## src/rtl/core/neighbor_cooccurrence_counter_assert.svh

```systemverilog
// Assertion macros for the co-occurrence counter.
// Each use expands to one labeled concurrent assertion clocked on clk and
// disabled while rst_n is low.
`ifndef NEIGHBOR_COOCCURRENCE_COUNTER_ASSERT_SVH
`define NEIGHBOR_COOCCURRENCE_COUNTER_ASSERT_SVH

// Condition must hold at every clock edge out of reset.
`define NCC_ASSERT_ALWAYS(lbl, cond) \
  lbl: assert property (@(posedge clk) disable iff (!rst_n) (cond)) \
    else $error("ncc: invariant violated");

// When the trigger holds, the consequence must hold in the next cycle.
`define NCC_ASSERT_NEXT(lbl, trig, cons) \
  lbl: assert property (@(posedge clk) disable iff (!rst_n) (trig) |=> (cons)) \
    else $error("ncc: sequence violated");

`endif

```

## src/rtl/core/ncc_pkg.sv

```systemverilog
`timescale 1ns / 1ps
package ncc_pkg;

  localparam int CFG_DATA_W  = 7;
  localparam int CFG_INDEX_W = 2;
  localparam int TILE_W      = 2;
  localparam int OUT_COUNT_W = 16;
  localparam int ROW_LIMIT   = 64;
  localparam int ROW_W       = 7;

  localparam logic [CFG_DATA_W-1:0] ROW_WIDTH_RST = 7'd16;
  localparam logic [CFG_DATA_W-1:0] ROW_COUNT_RST = 7'd16;

  typedef enum logic [CFG_INDEX_W-1:0] {
    CFG_ROW_WIDTH = 2'd0,
    CFG_ROW_COUNT = 2'd1
  } cfg_reg_t;

endpackage

```

## src/rtl/core/neighbor_cooccurrence_counter.sv

```systemverilog
`timescale 1ns / 1ps
// Channel  | Direction | Ports                                        | Transfer
// ---------+-----------+----------------------------------------------+--------------------------
// in       | sink      | in_valid, in_stall, in_tile_id               | in_valid && !in_stall
// out      | source    | out_valid, out_stall, out_origin_id,         | out_valid && !out_stall
//          |           | out_neighbor_id, out_pair_count, out_last_of_run |
// cfg      | sink      | cfg_we, cfg_index, cfg_wdata                 | cfg_we
//
// One pixel is taken per cycle unless in_stall holds; its up to nine counter
// increments land in the count registers at the edge of the transfer.
// The frame's last pixel copies the matrix into a readout bank, which drains one
// entry per cycle while out_stall is low, as the next frame streams in.
// A frame's last pixel stalls only while the previous readout is still draining.
// Reset is synchronous: counters clear, both registers return to 16.
// No clearing pass: the row store is read only at columns the row above wrote.
module neighbor_cooccurrence_counter
  import ncc_pkg::*;
#(
  parameter int NUM_TILES  = 4,
  parameter int MAX_WIDTH  = 64,
  parameter int COUNT_BITS = 16
) (
  input  logic                   clk,
  input  logic                   rst_n,
  // pixel input
  input  logic                   in_valid,
  output logic                   in_stall,
  input  logic [TILE_W-1:0]      in_tile_id,
  // matrix readout
  output logic                   out_valid,
  input  logic                   out_stall,
  output logic [TILE_W-1:0]      out_origin_id,
  output logic [TILE_W-1:0]      out_neighbor_id,
  output logic [OUT_COUNT_W-1:0] out_pair_count,
  output logic                   out_last_of_run,
  // configuration
  input  logic                   cfg_we,
  input  logic [CFG_INDEX_W-1:0] cfg_index,
  input  logic [CFG_DATA_W-1:0]  cfg_wdata
);

  localparam int TW  = $clog2(NUM_TILES);
  localparam int OXW = (TW > TILE_W) ? TW : TILE_W;
  localparam int WW  = $clog2(MAX_WIDTH + 1);
  localparam int LW  = (WW > CFG_DATA_W) ? WW : CFG_DATA_W;
  localparam int AW  = $clog2(MAX_WIDTH);
  localparam int OW  = (COUNT_BITS > OUT_COUNT_W) ? COUNT_BITS : OUT_COUNT_W;
  localparam logic [COUNT_BITS-1:0] CNT_MAX = {COUNT_BITS{1'b1}};
  localparam logic [TW-1:0]         TILE_LAST = TW'(NUM_TILES - 1);

  // configuration registers
  logic [CFG_DATA_W-1:0] row_width_r;
  logic [CFG_DATA_W-1:0] row_count_r;
  logic                  restart;

  // frame position and neighbor ids
  logic [LW-1:0]    col_r;
  logic [ROW_W-1:0] row_r;
  logic [TW-1:0]    left_r;
  logic [TW-1:0]    up_r;
  logic [TW-1:0]    ul_r;
  logic [TW-1:0]    ur_r;
  logic [TW-1:0]    row0_r;
  logic [TW-1:0]    row1_r;
  logic [TW-1:0]    row_mem [MAX_WIDTH];

  // counts
  logic [COUNT_BITS-1:0] cnt_r  [NUM_TILES][NUM_TILES];
  logic [COUNT_BITS-1:0] sat_nxt [NUM_TILES][NUM_TILES];
  logic [COUNT_BITS-1:0] snap_r [NUM_TILES][NUM_TILES];

  // readout
  logic          rd_active_r;
  logic [TW-1:0] oi_r;
  logic [TW-1:0] ni_r;
  logic          out_valid_r;
  logic [TILE_W-1:0]      out_origin_r;
  logic [TILE_W-1:0]      out_neighbor_r;
  logic [OUT_COUNT_W-1:0] out_count_r;
  logic                   out_last_r;

  logic [LW-1:0]    w_eff;
  logic [ROW_W-1:0] h_eff;
  logic [TW-1:0]    tile;
  logic             col_last;
  logic             row_last;
  logic             frame_last;
  logic             has_left;
  logic             has_up;
  logic             has_ur;
  logic             accept;
  logic             out_load;
  logic [LW:0]      ra_wide;
  logic [AW-1:0]    ra_idx;
  logic [OXW-1:0]   oi_ext;
  logic [OXW-1:0]   ni_ext;
  logic [OW-1:0]    cnt_ext;

  // Clamp the geometry registers to the supported range.
  always_comb begin
    if (row_width_r == '0) begin
      w_eff = LW'(1);
    end else if (LW'(row_width_r) > LW'(MAX_WIDTH)) begin
      w_eff = LW'(MAX_WIDTH);
    end else begin
      w_eff = LW'(row_width_r);
    end
    if (row_count_r == '0) begin
      h_eff = ROW_W'(1);
    end else if (row_count_r > ROW_W'(ROW_LIMIT)) begin
      h_eff = ROW_W'(ROW_LIMIT);
    end else begin
      h_eff = row_count_r;
    end
  end

  // Saturate ids beyond the palette to the last tile.
  always_comb begin
    if (int'(in_tile_id) >= NUM_TILES) begin
      tile = TILE_LAST;
    end else begin
      tile = TW'(in_tile_id);
    end
  end

  assign col_last   = (col_r == w_eff - LW'(1));
  assign row_last   = (row_r == h_eff - ROW_W'(1));
  assign frame_last = col_last && row_last;
  assign has_left   = (col_r != '0);
  assign has_up     = (row_r != '0);
  assign has_ur     = !col_last;

  // Hold the frame's last pixel until the readout bank is free.
  assign in_stall = rd_active_r && frame_last;
  assign accept   = in_valid && !in_stall;
  assign restart  = cfg_we && (cfg_index inside {CFG_ROW_WIDTH, CFG_ROW_COUNT});

  // Increment for each matrix entry: self pair plus both orderings for each
  // neighbor already seen, then saturate.
  always_comb begin
    logic [3:0]            inc;
    logic [COUNT_BITS:0]   sum;
    logic                  ta;
    logic                  tb;
    for (int a = 0; a < NUM_TILES; a++) begin
      for (int b = 0; b < NUM_TILES; b++) begin
        ta  = (tile == TW'(a));
        tb  = (tile == TW'(b));
        inc = 4'(ta && tb);
        if (has_left) begin
          inc = inc + 4'(ta && (left_r == TW'(b))) + 4'(tb && (left_r == TW'(a)));
        end
        if (has_up) begin
          inc = inc + 4'(ta && (up_r == TW'(b))) + 4'(tb && (up_r == TW'(a)));
          if (has_left) begin
            inc = inc + 4'(ta && (ul_r == TW'(b))) + 4'(tb && (ul_r == TW'(a)));
          end
          if (has_ur) begin
            inc = inc + 4'(ta && (ur_r == TW'(b))) + 4'(tb && (ur_r == TW'(a)));
          end
        end
        sum = {1'b0, cnt_r[a][b]} + (COUNT_BITS + 1)'(inc);
        if (sum > {1'b0, CNT_MAX}) begin
          sat_nxt[a][b] = CNT_MAX;
        end else begin
          sat_nxt[a][b] = sum[COUNT_BITS-1:0];
        end
      end
    end
  end

  // Upper-right id for the next pixel: two columns ahead in the row store.
  assign ra_wide = {1'b0, col_r} + (LW + 1)'(2);
  assign ra_idx  = (ra_wide < (LW + 1)'(MAX_WIDTH)) ? ra_wide[AW-1:0] : '0;

  // configuration registers
  always_ff @(posedge clk) begin
    if (!rst_n) begin
      row_width_r <= ROW_WIDTH_RST;
      row_count_r <= ROW_COUNT_RST;
    end else if (cfg_we) begin
      case (cfg_index)
        CFG_ROW_WIDTH: row_width_r <= cfg_wdata;
        CFG_ROW_COUNT: row_count_r <= cfg_wdata;
        default: ;
      endcase
    end
  end

  // frame position and left / upper-left ids
  always_ff @(posedge clk) begin
    if (!rst_n || restart) begin
      col_r  <= '0;
      row_r  <= '0;
      left_r <= '0;
      ul_r   <= '0;
    end else if (accept) begin
      left_r <= tile;
      ul_r   <= up_r;
      if (col_last) begin
        col_r <= '0;
        row_r <= row_last ? '0 : row_r + ROW_W'(1);
      end else begin
        col_r <= col_r + LW'(1);
      end
    end
  end

  // Row store and the upper / upper-right pipeline. Columns 0 and 1 of the
  // row just finished are kept aside, since the wrap needs both at once.
  always_ff @(posedge clk) begin
    if (accept) begin
      row_mem[col_r[AW-1:0]] <= tile;
      if (col_r == '0) begin
        row0_r <= tile;
      end
      if (col_r == LW'(1)) begin
        row1_r <= tile;
      end
      if (col_last) begin
        up_r <= (col_r == '0) ? tile : row0_r;
        ur_r <= (col_r == LW'(1)) ? tile : row1_r;
      end else begin
        up_r <= ur_r;
        ur_r <= row_mem[ra_idx];
      end
    end
  end

  // Live counts; the frame end moves them to the readout bank and clears them.
  always_ff @(posedge clk) begin
    if (!rst_n || restart) begin
      for (int a = 0; a < NUM_TILES; a++) begin
        for (int b = 0; b < NUM_TILES; b++) begin
          cnt_r[a][b] <= '0;
        end
      end
    end else if (accept) begin
      for (int a = 0; a < NUM_TILES; a++) begin
        for (int b = 0; b < NUM_TILES; b++) begin
          cnt_r[a][b] <= frame_last ? '0 : sat_nxt[a][b];
        end
      end
    end
  end

  always_ff @(posedge clk) begin
    if (accept && frame_last) begin
      snap_r <= sat_nxt;
    end
  end

  // Readout: advance the output register whenever it is empty or taken.
  assign out_load = !out_valid_r || !out_stall;
  assign oi_ext   = OXW'(oi_r);
  assign ni_ext   = OXW'(ni_r);
  assign cnt_ext  = OW'(snap_r[oi_r][ni_r]);

  always_ff @(posedge clk) begin
    if (!rst_n) begin
      rd_active_r <= 1'b0;
      oi_r        <= '0;
      ni_r        <= '0;
      out_valid_r <= 1'b0;
    end else begin
      if (out_load) begin
        if (rd_active_r) begin
          out_valid_r <= 1'b1;
          if (ni_r == TILE_LAST) begin
            ni_r <= '0;
            if (oi_r == TILE_LAST) begin
              oi_r        <= '0;
              rd_active_r <= 1'b0;
            end else begin
              oi_r <= oi_r + TW'(1);
            end
          end else begin
            ni_r <= ni_r + TW'(1);
          end
        end else begin
          out_valid_r <= 1'b0;
        end
      end
      // a frame end only transfers with the bank drained
      if (accept && frame_last) begin
        rd_active_r <= 1'b1;
        oi_r        <= '0;
        ni_r        <= '0;
      end
    end
  end

  always_ff @(posedge clk) begin
    if (out_load && rd_active_r) begin
      out_origin_r   <= oi_ext[TILE_W-1:0];
      out_neighbor_r <= ni_ext[TILE_W-1:0];
      out_count_r    <= cnt_ext[OUT_COUNT_W-1:0];
      out_last_r     <= (oi_r == TILE_LAST) && (ni_r == TILE_LAST);
    end
  end

  assign out_valid       = out_valid_r;
  assign out_origin_id   = out_origin_r;
  assign out_neighbor_id = out_neighbor_r;
  assign out_pair_count  = out_count_r;
  assign out_last_of_run = out_last_r;

  `include "neighbor_cooccurrence_counter_assert.svh"

  // A readout never gaps before its last entry.
  `NCC_ASSERT_NEXT(a_readout_gapless, out_valid && !out_stall && !out_last_of_run, out_valid)
  // A frame end restarts the readout at the first matrix entry.
  `NCC_ASSERT_NEXT(a_frame_end_readout, accept && frame_last, rd_active_r && (oi_r == '0) && (ni_r == '0))
  // The column position always lies inside the configured row.
  `NCC_ASSERT_ALWAYS(a_col_in_row, col_r < w_eff)

endmodule

```

## config.mk

```make
export PLATFORM = sky130hd
export DESIGN_NAME = neighbor_cooccurrence_counter
export DESIGN_NICKNAME = d
export VERILOG_FILES = /design/src/rtl/core/ncc_pkg.sv /design/src/rtl/core/neighbor_cooccurrence_counter.sv
export VERILOG_INCLUDE_DIRS = /design/src /design/src/rtl/core
export SDC_FILE = /design/constraint.sdc
export NUM_CORES = 1
export LEC_CHECK = 0
export ABC_AREA = 1
export BUFFER_PORTS_ARGS = -buffer_cell sky130_fd_sc_hd__buf_2
export CORE_MARGIN = 8
export CORE_UTILIZATION = 50
export CTS_BUF_LIST = sky130_fd_sc_hd__clkbuf_8
export DETAILED_ROUTE_END_ITERATION = 10
export GPL_TIMING_DRIVEN = 0
export PLACE_DENSITY = 0.69
export SLEW_MARGIN = 40
export SYNTH_ARGS = -nofsm -noshare
export SYNTH_HDL_FRONTEND = slang
export SYNTH_SLANG_ARGS = --single-unit
```

## constraint.sdc

```tcl
create_clock -name clk -period 16.9 [get_ports clk]
set_clock_uncertainty 0.15 [all_clocks]
set_input_delay 3.38 -clock clk [delete_from_list [all_inputs] [get_ports clk]]
set_output_delay 3.38 -clock clk [all_outputs]
set_load 0.01 [all_outputs]
```

==> out/metrics.yaml <==
synth:
  ys_warn_count: 0
  yosysTopAreaCell: "edfxtp_1"
  async_flop_share: 0
  synth-seq-cells: 707
  synth.cells.most_frequent: "nand2_1 (796), inv_1 (744), nor2_1 (698)"
  synth-main-ff-cell: "edfxtp_1"
  synthTopCellsByArea: "edfxtp_1 (50%), nand2_1 (7.4%), inv_1 (6.9%), nor2_1 (6.5%), fa_1 (3.7%)"
  synth_top_area_frac: 0.4996
  netlist_instances: 4459
  yosysMostFrequentCell: "nand2_1"
  yosysSeqAreaShare: 0.5186
  avgSynthCellArea_um2: 9.017
  yosysUniqueCellTypes: 51
  synth_edf_count: 669
  syn_area_um2: 40210
clock_tree:
  cts_buffers: 118
  cts_root_buf: "clkbuf_8"
  cts_setup_buffers: 0
  htree_levels: 3
  clkTransAtPathRegs_ps: 60
  cts_sinks: 707
  ctsResizeCount: 0
  tritoncts: "yes"
  cts_buffer_depth: 3
  clk_latency_ps: 760
  cts_hold_buffers: 0
sta:
  grt_setup_unrepaired: "false"
  tns_ps: 0
  finalHoldViolations: 0
  slew_viol_final: 0
  min_period_over_period: 0.6376
  tightest_slew_ps: 957.5
  max_freq_ghz: 0.09280
  setup_slack_ps: 6124
  finalWorstPathRequiredPeriod_ps: 10780
  fin_hold_ws_ps: 329.8
  maxSlewHeadroom: 0.3549
  setup_viol: 0
power_and_ir_drop:
  p_per_area_nw_per_um2: 85.93
  ir_worst_vdd_mv: 0.06401
  total_power_uw: 3816
  leakage_uw: 0.01876
floorplanning:
  die_width_um: 299.6
  die_h_um: 299.6
  core_area_um2: 80030
  num_rows: 104
  io_pins: 39
  initial_core_util: 0.5024
  dieArea_um2: 89750
global_route:
  antenna_found_initial: 4
  grt_pass1_wl_mm: 173.0
  track_usage: 0.2467
  grt_max_degree: 70
  grt_remaining_overflow: 0
  grt_pass1_vias: 30659
hold_path:
  hold_start: "row_width_r[0]$_SDFFE_PN0P_"
  holdCritPathClass: "register to register"
  min_path_cells: 2
placement:
  dp_hpwl_mm: 82.04
  gp_congestion: 0.9757
  port_buffers: 38
  dp_cells: 5575
  preCtsSetupSlack_ps: 5443
setup_path:
  cp.arrival_ps: 11210
  r2r-start: "col_r[0]$_SDFFE_PP0P_"
  cp-startpoint: "in_tile_id[1]"
  worst_setup_path_start_kind: "input pin"
  r2r-end: "cnt_r[3][60]$_SDFFCE_PP0P_"
  reg2regPathDepth: 32
  critPathRequiredTime_ps: 17340
  crit_type: "input pin to register"
  worst_setup_path_end_kind: "register"
  cpPeakStageDelay_ps: 560
  endpoint: "cnt_r[0][19]$_SDFFCE_PP0P_"
  path_max_fanout: 69
  crit_top_cell: "nand2_1"
  rrSetupSlack_ps: 8090
  crit_slowest_cell: "clkbuf_1"
detailed_routing:
  wire_per_inst_um: 19.46
  via_count: 31831
  via_per_inst: 5.494
  drc: 0
  wl_mm: 112.7
  drtIter0Drc: 3714
  drtPass1Iterations: 8
  antenna_left: 0
cells_and_area:
  nNetsFinal: 4834
  multi_input_area_um2: 15840
  fillers: 7065
  register_area_um2: 20850
  stdcell_count: 5794
  drive_gt1_frac: 0.07632
  syn_to_final_growth_pct: 10.44
status:
  outcome: "finished clean"
job:
  cap_violations: 0
==> power by group <==
group	switching, uW	internal, uW
Combinational	212	94.3
Sequential	30.1	1960
Clock	727	787
==> area by class of cell <==
cell class | instances | share of cell area
diodes | 4 | 0.0002254
plain buffers | 157 | 0.01645
clock buffers | 120 | 0.03719
clock inverters | 95 | 0.01462
inverters | 757 | 0.06416
multi-input cells | 2843 | 0.3567
flip-flops and latches | 707 | 0.4695
well taps | 1060 | 0.02987
repair buffers | 51 | 0.01127
==> kinds of logic after synthesis <==
logic type	count (synthesis)	synth area share
DFF	707	0.5186
other	1	0.00009327
AOI/OAI and AO/OA	479	0.06824
muxes	41	0.01021
buffers and inverters	914	0.08866
and+or+nand+nor	1963	0.2062
xor gates and xnor gates	171	0.03725
adders and majority gates	183	0.07076
==> placed cells by master (no fill, tap or decap), drive strengths merged, types with 5 or more instances in the layout <==
cell type / count
nand2: 800
inv: 777
nor2: 707
edfxtp: 669
nand3: 241
o21ai: 225
clkbuf: 209
a21oi: 142
xor2: 119
buf: 119
ha: 109
fa: 74
nor3: 65
clkinv: 64
xnor2: 52
nand4: 45
or2: 41
mux2i: 41
o221ai: 40
dfxtp: 38
nor4: 37
o211ai: 25
o32ai: 20
and3: 18
a31oi: 13
bufinv: 8
conb: 6
and2: 5
==> worst max-delay path, delay by kind of cell <==
family          cells  cell delay, ps
compound gates      3             860
fa+ha+maj           6            2640
simple gates       16            2600
buf+inv             7            1700
==> stage by stage <==
stage,area (um^2),utilization
2_1_floorplan,40230,-
3_3_place_gp,41740,0.5216
3_5_place_dp,42090,0.5259
4_1_cts,44390,0.5547
5_1_grt,44400,0.5549
6_report,44410,0.5549
==> flip-flops by register name, summed over array words and instances, names as in the netlist <==
name and cells:
ur_r 2, left_r 2, ni_ext 2, out_last_of_run 1, row_count_r 7, out_pair_count 16
row1_r 2, out_valid 1, row0_r 2, row_r 7, rd_active_r 1, out_neighbor_id 2
snap_r 256, row_mem 128, ul_r 2, row_width_r 7, up_r 2, cnt_r 256
oi_ext 2, out_origin_id 2, col_r 7
==> worst min-delay path by stage <==
stage	end	slack, ps
6_report	row_width_r[0]$_SDFFE_PN0P_	330
5_1_grt	row_width_r[4]$_SDFFE_PN1P_	350
4_1_cts	row_count_r[0]$_SDFFE_PN0P_	330
3_5_place_dp	row_count_r[0]$_SDFFE_PN0P_	320
3_3_place_gp	row_width_r[0]$_SDFFE_PN0P_	320
2_1_floorplan	out_neighbor_id[1]$_DFFE_PP_	280
==> metal layers <==
layer  global-route usage  routed length (um)  vias to the layer above
li1                     -                   -                    14984
met1               0.3189               43920                    14883
met4               0.1190                6198                        2
met5                    0                  13                        -
met3              0.05100               11650                      342
met2               0.3963               50940                     1620
Power figures use the tool's default switching activity.
